$ cat src/hdl/vtsi_div.sv
// ----------------------------------------------------------------------------
// vtsi_div
// Restoring divider: one quotient bit per cycle, magnitude numerator over a
// 49-bit magnitude divisor, giving the quotient and the final remainder.
// ----------------------------------------------------------------------------
module vtsi_div #(
  parameter int NumW = 82,
  parameter int DenW = 49
) (
  input  logic            clk,
  input  logic            rst,
  input  logic            start,
  input  logic [NumW-1:0] num,
  input  logic [DenW-1:0] den,
  output logic            done,
  output logic [NumW-1:0] quo,
  output logic [DenW:0]   rem
);
  localparam int CntW = $clog2(NumW + 1);
  logic [CntW-1:0] cnt;
  logic [NumW-1:0] shreg;
  logic [DenW-1:0] dreg;
  logic            busy;
  logic [DenW:0]   trial;

  always_comb begin
    trial = {rem[DenW-1:0], shreg[NumW-1]};
  end

  always_ff @(posedge clk) begin
    done <= 1'b0;
    if (rst) begin
      busy <= 1'b0;
      cnt <= '0;
    end else if (start) begin
      busy <= 1'b1;
      cnt <= CntW'(NumW);
      shreg <= num;
      dreg <= den;
      rem <= '0;
      quo <= '0;
    end else if (busy) begin
      shreg <= {shreg[NumW-2:0], 1'b0};
      if (trial >= {1'b0, dreg}) begin
        rem <= trial - {1'b0, dreg};
        quo <= {quo[NumW-2:0], 1'b1};
      end else begin
        rem <= trial;
        quo <= {quo[NumW-2:0], 1'b0};
      end
      cnt <= cnt - 1'b1;
      if (cnt == CntW'(1)) begin
        busy <= 1'b0;
        done <= 1'b1;
      end
    end
  end
endmodule

$ cat config.mk
export PLATFORM = sky130hd
export DESIGN_NAME = vtsi_div
export DESIGN_NICKNAME = d
export VERILOG_FILES = /design/src/hdl/vtsi_div.sv
export SDC_FILE = /design/constraint.sdc
export NUM_CORES = 1
export LEC_CHECK = 0
export BUFFER_PORTS_ARGS = -buffer_cell sky130_fd_sc_hd__buf_2
export CAP_MARGIN = 20
export CELL_PAD_IN_SITES_DETAIL_PLACEMENT = 0
export CELL_PAD_IN_SITES_GLOBAL_PLACEMENT = 1
export CORE_MARGIN = 4
export CORE_UTILIZATION = 48
export CTS_CLUSTER_SIZE = 16
export DETAILED_ROUTE_END_ITERATION = 8
export GPL_ROUTABILITY_DRIVEN = 0
export PLACE_DENSITY = 0.89
export SLEW_MARGIN = 20
export SYNTH_ARGS = -nofsm -noshare
export SYNTH_HDL_FRONTEND = slang
export SYNTH_SLANG_ARGS = --single-unit
$ cat constraint.sdc
create_clock -name clk -period 29.8 [get_ports clk]
set_clock_uncertainty 0.1 [all_clocks]
set_input_delay 2.98 -clock clk [delete_from_list [all_inputs] [get_ports clk]]
set_output_delay 2.98 -clock clk [all_outputs]
set_load 0.01 [all_outputs]
# Word-level counts from Yosys, hierarchy flattened
# Index checks and enable logic that the tools add are counted.
[word_totals] regBits=272 latch_bits=0 mem_bits_rw=0 romBits=0 input_bits=134 out_inout_bits=133 wordCells=31 memories=0
[classes] add_sub_neg=2 multipliers=0 div_mod_pow=0 n_lt_le_gt_ge=1 eq_ne=1 n_shift=0 n_mux=12 bitwise_logic=2 n_reduce_logical=5
[op_table] op="$mux W82" count=3
[op_table] op="$mux W50" count=2
[op_table] op="$ge A50 B49 Y1" count=1
[op_table] op="$sub A50 B49 Y50" count=1
[op_table] op="$mux W7" count=2
[op_table] op="$eq A7 B1 Y1 const B" count=1
[op_table] op="$sub A7 B1 Y7 const B" count=1
[op_table] op="$mux W1" count=5
[op_table] op="$reduce_and A2 Y1" count=2
[op_table] op="$reduce_or A3 Y1" count=1
[op_table] op="$not A1 Y1" count=2
[op_table] op="$reduce_bool A2 Y1" count=1
[op_table] op="$reduce_or A2 Y1" count=1

# Depth between registers and ports, before layout
[logic_depth] word_depth=4 depth_mapped=16 depth_no_buf=14

# Worst setup path before layout
# No wires, ideal clock.
[synth_timing] kind="input -> register" start="input port start" end="register quo[0], enable pin" setup_time_ns=0.793 t_arrival_ns=12.706 required_time_ns=28.907 slack_ns=16.202 path_stages=5 n_path_buf=3 path_cell_list="clkbuf_1 -> clkbuf_1 -> clkbuf_1 -> nor2_1 -> nor2_1"
[synth_between] elab_chain_len=2
[synth_lines] element="start, declared" line_no="12" text="input logic start,"
[synth_lines] element="$reduce_bool A2 Y1 (no source line)"
[synth_lines] element="$reduce_and A2 Y1 (no source line)"
[synth_lines] element="end signal, assigned" line_no="46" text="quo <= {quo[NumW-2:0], 1'b1};"
[synth_lines] element="end signal, assigned" line_no="49" text="quo <= {quo[NumW-2:0], 1'b0};"
[synth_lines] element="end, declared" line_no="16" text="output logic [NumW-1:0] quo,"
# Every way passes these cells.
# A chain may end at the register's enable or synchronous reset.

# Worst setup path after layout
[layout_timing] start="input port start" end="register quo[27], enable pin"
# The elaborated chain is that of the path after synthesis.

==> tab_implementation.tex <==
\begin{tabular}{lr}
\hline
Metric & Value \\
\hline
\multicolumn{2}{l}{\textbf{Outcome}} \\
\quad Outcome & completed \\
\multicolumn{2}{l}{\textbf{Route}} \\
\quad Final routed DRC violation total & 0 \\
\quad Detail Route Antenna Nets & 0 \\
\quad Violation count after the first detailed-route iteration & 585 \\
\quad Average wire length per cell after detail routing & between 15 and 20 microns \\
\quad Via Count & 9510 \\
\quad Via density per instance & roughly 5.3 \\
\quad First-pass detailed-route iteration total & 4 \\
\quad Total wirelength of the detailed-routed design & between 30000 and 40000 microns \\
\multicolumn{2}{l}{\textbf{Critical path}} \\
\quad Worst EP arrival & approximately 5.5 ns \\
\quad Required time reported for the critical path endpoint & approximately 30 ns \\
\quad Critical path start-end classification & input pin to register \\
\quad CP Max Fanout & 82 \\
\quad Nature of the critical path startpoint & input pin \\
\quad Start point of the critical path & start \\
\quad Category of the worst setup path capture point & register \\
\quad Launch point of the worst reg-to-reg path & shreg[81] \\
\multicolumn{2}{l}{\textbf{Synth}} \\
\quad Number of flops mapped to enable cells by yosys & approximately 260 \\
\quad Count of mapped cells out of synthesis & $\sim$1100 \\
\quad Biggest area consumer among synthesized cells & sky130\_fd\_sc\_hd\_\_edfxtp\_1 \\
\quad Simple logic cell fraction of the synthesized area & approximately 12\% \\
\quad Area contributors post-synth & sky130\_fd\_sc\_hd\_\_edfxtp\_1, sky130\_fd\_sc\_hd\_\_mux2\_2, sky130\_fd\_sc\_hd\_\_ha\_1, sky130\_fd\_sc\_hd\_\_nor2b\_1, sky130\_fd\_sc\_hd\_\_a21oi\_1 \\
\quad Most used standard cell by instance count after synthesis & sky130\_fd\_sc\_hd\_\_edfxtp\_1 \\
\quad Syn avg cell area & between 10 and 15 sq um \\
\quad FFs w/ async S/R, synth & 0\% \\
\quad Post-Syn Area & approximately 14000 sq um \\
\quad Register area share after synthesis & 58.36\% \\
\quad Number of warnings issued by yosys & 0 \\
\quad Fraction of synthesized cell area taken by the top area cell type & a little under three fifths \\
\quad Commonest cells in the netlist & sky130\_fd\_sc\_hd\_\_edfxtp\_1, sky130\_fd\_sc\_hd\_\_nand2\_1, sky130\_fd\_sc\_hd\_\_nor2b\_1 \\
\quad Multiplexer area fraction after synthesis & under 10\% \\
\quad Post-synthesis share of cell area spent on xor and xnor gates & 2.658\% \\
\quad Number of storage elements in the synthesis netlist & $\sim$270 \\
\quad Count of unique library cells instantiated by Yosys & 68 \\
\quad Mapped Nets & roughly 1300 \\
\quad Top\_reg\_cell synth & sky130\_fd\_sc\_hd\_\_edfxtp\_1 \\
\quad Complex-gate fraction of the synthesized area & around 11\% \\
\quad Combinational family with the most area after synthesis & simple AND/OR/NAND/NOR gates \\
\quad Fraction of the mapped netlist area in adder cells & between 4 and 5\% \\
\multicolumn{2}{l}{\textbf{Power}} \\
\quad Worst vdd rail ir drop & $\sim$0.000054 V \\
\quad Static Leakage & 6.638 nW \\
\quad Power per cell area & about 65 nW/um\^{}2 \\
\multicolumn{2}{l}{\textbf{Layout}} \\
\quad Fin util & around three fifths \\
\quad Fraction of layout instances using a drive strength above 1 & $\sim$30\% \\
\quad Synthesis-to-finish area growth & 18.73\% \\
\quad Final net count & about 1600 \\
\quad Fin area & 16430 sq um \\
\multicolumn{2}{l}{\textbf{STA}} \\
\quad Maximum clock frequency & 183.0 MHz \\
\quad Final critical-path required period & 5.464 ns \\
\quad Total negative slack & 0 ns \\
\quad Final Setup Violations & 0 \\
\quad Unrepaired setup endpoints after global routing & no \\
\quad Worst slew margin relative to its limit & approximately 33\% \\
\quad PnR worst setup slack & between 20 and 25 ns \\
\quad Final-layout worst hold slack & around 0.44 ns \\
\quad Transition time at the pin with the least slew margin & around 1 ns \\
\quad Final count of pins violating max slew & 0 \\
\quad Final period utilization & $\sim$18\% \\
\quad Number of hold violations in the final report & 0 \\
\multicolumn{2}{l}{\textbf{Global routing}} \\
\quad Initial antenna violation count & 7 \\
\quad Met2 capacity usage during global routing & roughly a third \\
\quad Global routing usage on met1 & between 20\% and 30\% \\
\quad Global route overflow & 0 \\
\quad Overall fraction of global-route tracks in use & between 20\% and 30\% \\
\quad Via count of the first global-routing pass & slightly below 10000 \\
\quad Met3 usage in global routing & under 10\% \\
\quad Largest net degree at the start of global routing & 83 \\
\quad Grt peak-use layer & met2 \\
\quad First-pass GRT wire length & between 50000 and 60000 microns \\
\multicolumn{2}{l}{\textbf{Clock network}} \\
\quad Clock transition at the registers of the reported paths & about 0.060 ns \\
\quad Depth of the CTS H-tree & 1 \\
\quad Total setup buffers inserted after CTS & 0 \\
\quad CTS tree & done \\
\quad Number of hold buffers added after cts & 0 \\
\quad Buffer levels on the longest clock path & 3 \\
\quad Clock latency at the later pin of the worst-skew pair & about 0.58 ns \\
\quad CTS resizes & 0 \\
\quad Clock Sink Count & roughly 270 \\
\quad CTS Root Cell & sky130\_fd\_sc\_hd\_\_clkbuf\_16 \\
\quad Clock buffers created by TritonCTS & 30 \\
\multicolumn{2}{l}{\textbf{Floorplanning}} \\
\quad Die Span Y & between 150 and 200 microns \\
\quad DIE WIDTH & around 180 microns \\
\quad Initial Utilization & approximately 50\% \\
\quad Number of standard-cell rows in the floorplan & slightly above 60 \\
\quad Standard cell core area & 28090 sq um \\
\quad Total Die Area & about 32000 sq um \\
\quad Number of placed I/O pins & roughly 270 \\
\multicolumn{2}{l}{\textbf{Placed design}} \\
\quad Placed standard-cell area & between 15000 and 20000 sq um \\
\quad IO buf count & 266 \\
\quad Minimum setup slack after placement & 23.72 ns \\
\quad DPL Wire Length & approximately 23000 microns \\
\multicolumn{2}{l}{\textbf{Run}} \\
\quad Max cap viols & 0 \\
\multicolumn{2}{l}{\textbf{Hold path}} \\
\quad Worst Min Path Start & shreg[1] \\
\quad Worst min path class & register to register \\
\hline
\end{tabular}
per-stage QoR:
step           std cells  power [mW]
6_report            1784       1.064
5_1_grt             1783       1.120
4_1_cts             1783       1.075
3_5_place_dp        1727      0.6979
3_3_place_gp        1727      0.6944
2_1_floorplan       1134      0.6431
critical path, cell delays in order:
cell and delay [ns]:
sky130_fd_sc_hd__buf_6 0.51, sky130_fd_sc_hd__nor2_1 0.15, sky130_fd_sc_hd__nor2_4 0.12, sky130_fd_sc_hd__buf_4 0.75, sky130_fd_sc_hd__buf_4 0.89
power by group:
group | switching (mW) | internal [mW]
combinational | 0.130 | 0.0883
sequential | 0.0146 | 0.457
clock | 0.155 | 0.220
state kept, by name, indices dropped and copies added (netlist names):
signal and count:
shreg 82, rem 50, cnt 7, dreg 49, quo 82, done 1
busy 1
cell type report:
type / instances / area (sq um)
diodes: 1 / 2.502
clock inverters: 20 / 227.7
flip-flops and latches: 272 / 8078
well taps: 378 / 473.0
multi-input cells: 737 / 5234
repair buffers: 274 / 1398
fillers: 2438 / 11650
clock buffers: 36 / 773.2
inverters: 66 / 247.7
kinds of logic after synthesis:
| family | Yosys count |
|---|---|
| buffers and inverters | 125 |
| and+or+nand+nor | 337 |
| muxes | 86 |
| adders and majority gates | 52 |
| AOI/OAI and AO/OA | 220 |
| xor gates and xnor gates | 42 |
| DFF | 272 |
layout by cell type, fill, tap and decap left out, types with 9 or more instances in the layout:
cell,count
sky130_fd_sc_hd__a211oi_2,12
sky130_fd_sc_hd__xnor2_1,25
sky130_fd_sc_hd__mux2_2,81
sky130_fd_sc_hd__nand4_1,14
sky130_fd_sc_hd__clkbuf_16,30
sky130_fd_sc_hd__o21bai_1,9
sky130_fd_sc_hd__nor2_1,59
sky130_fd_sc_hd__a21oi_1,87
sky130_fd_sc_hd__a21o_1,19
sky130_fd_sc_hd__o21ai_0,29
sky130_fd_sc_hd__buf_2,265
sky130_fd_sc_hd__xor2_1,17
sky130_fd_sc_hd__edfxtp_1,263
sky130_fd_sc_hd__nor3_1,13
sky130_fd_sc_hd__inv_1,66
sky130_fd_sc_hd__nor2b_1,90
sky130_fd_sc_hd__ha_1,51
sky130_fd_sc_hd__nand3_1,14
sky130_fd_sc_hd__nand2_1,101
sky130_fd_sc_hd__dfxtp_1,9
worst paths after layout:
check | to | slack (ns) | cells after the start
worst max-delay path | quo[27] | 24.34 | 5
worst min-delay path | shreg[2] | 0.44 | 1
worst max register to register | rem[15] | 25.09 | 15
worst min register to register | shreg[2] | 0.44 | 1
layer usage:
layer	share of wire [%]	routed length, microns
met3	8.3	2701
met2	47	15280
met5	0.29	95
met1	42	13870
met4	2.4	770
(Power assumes the default switching activity.)
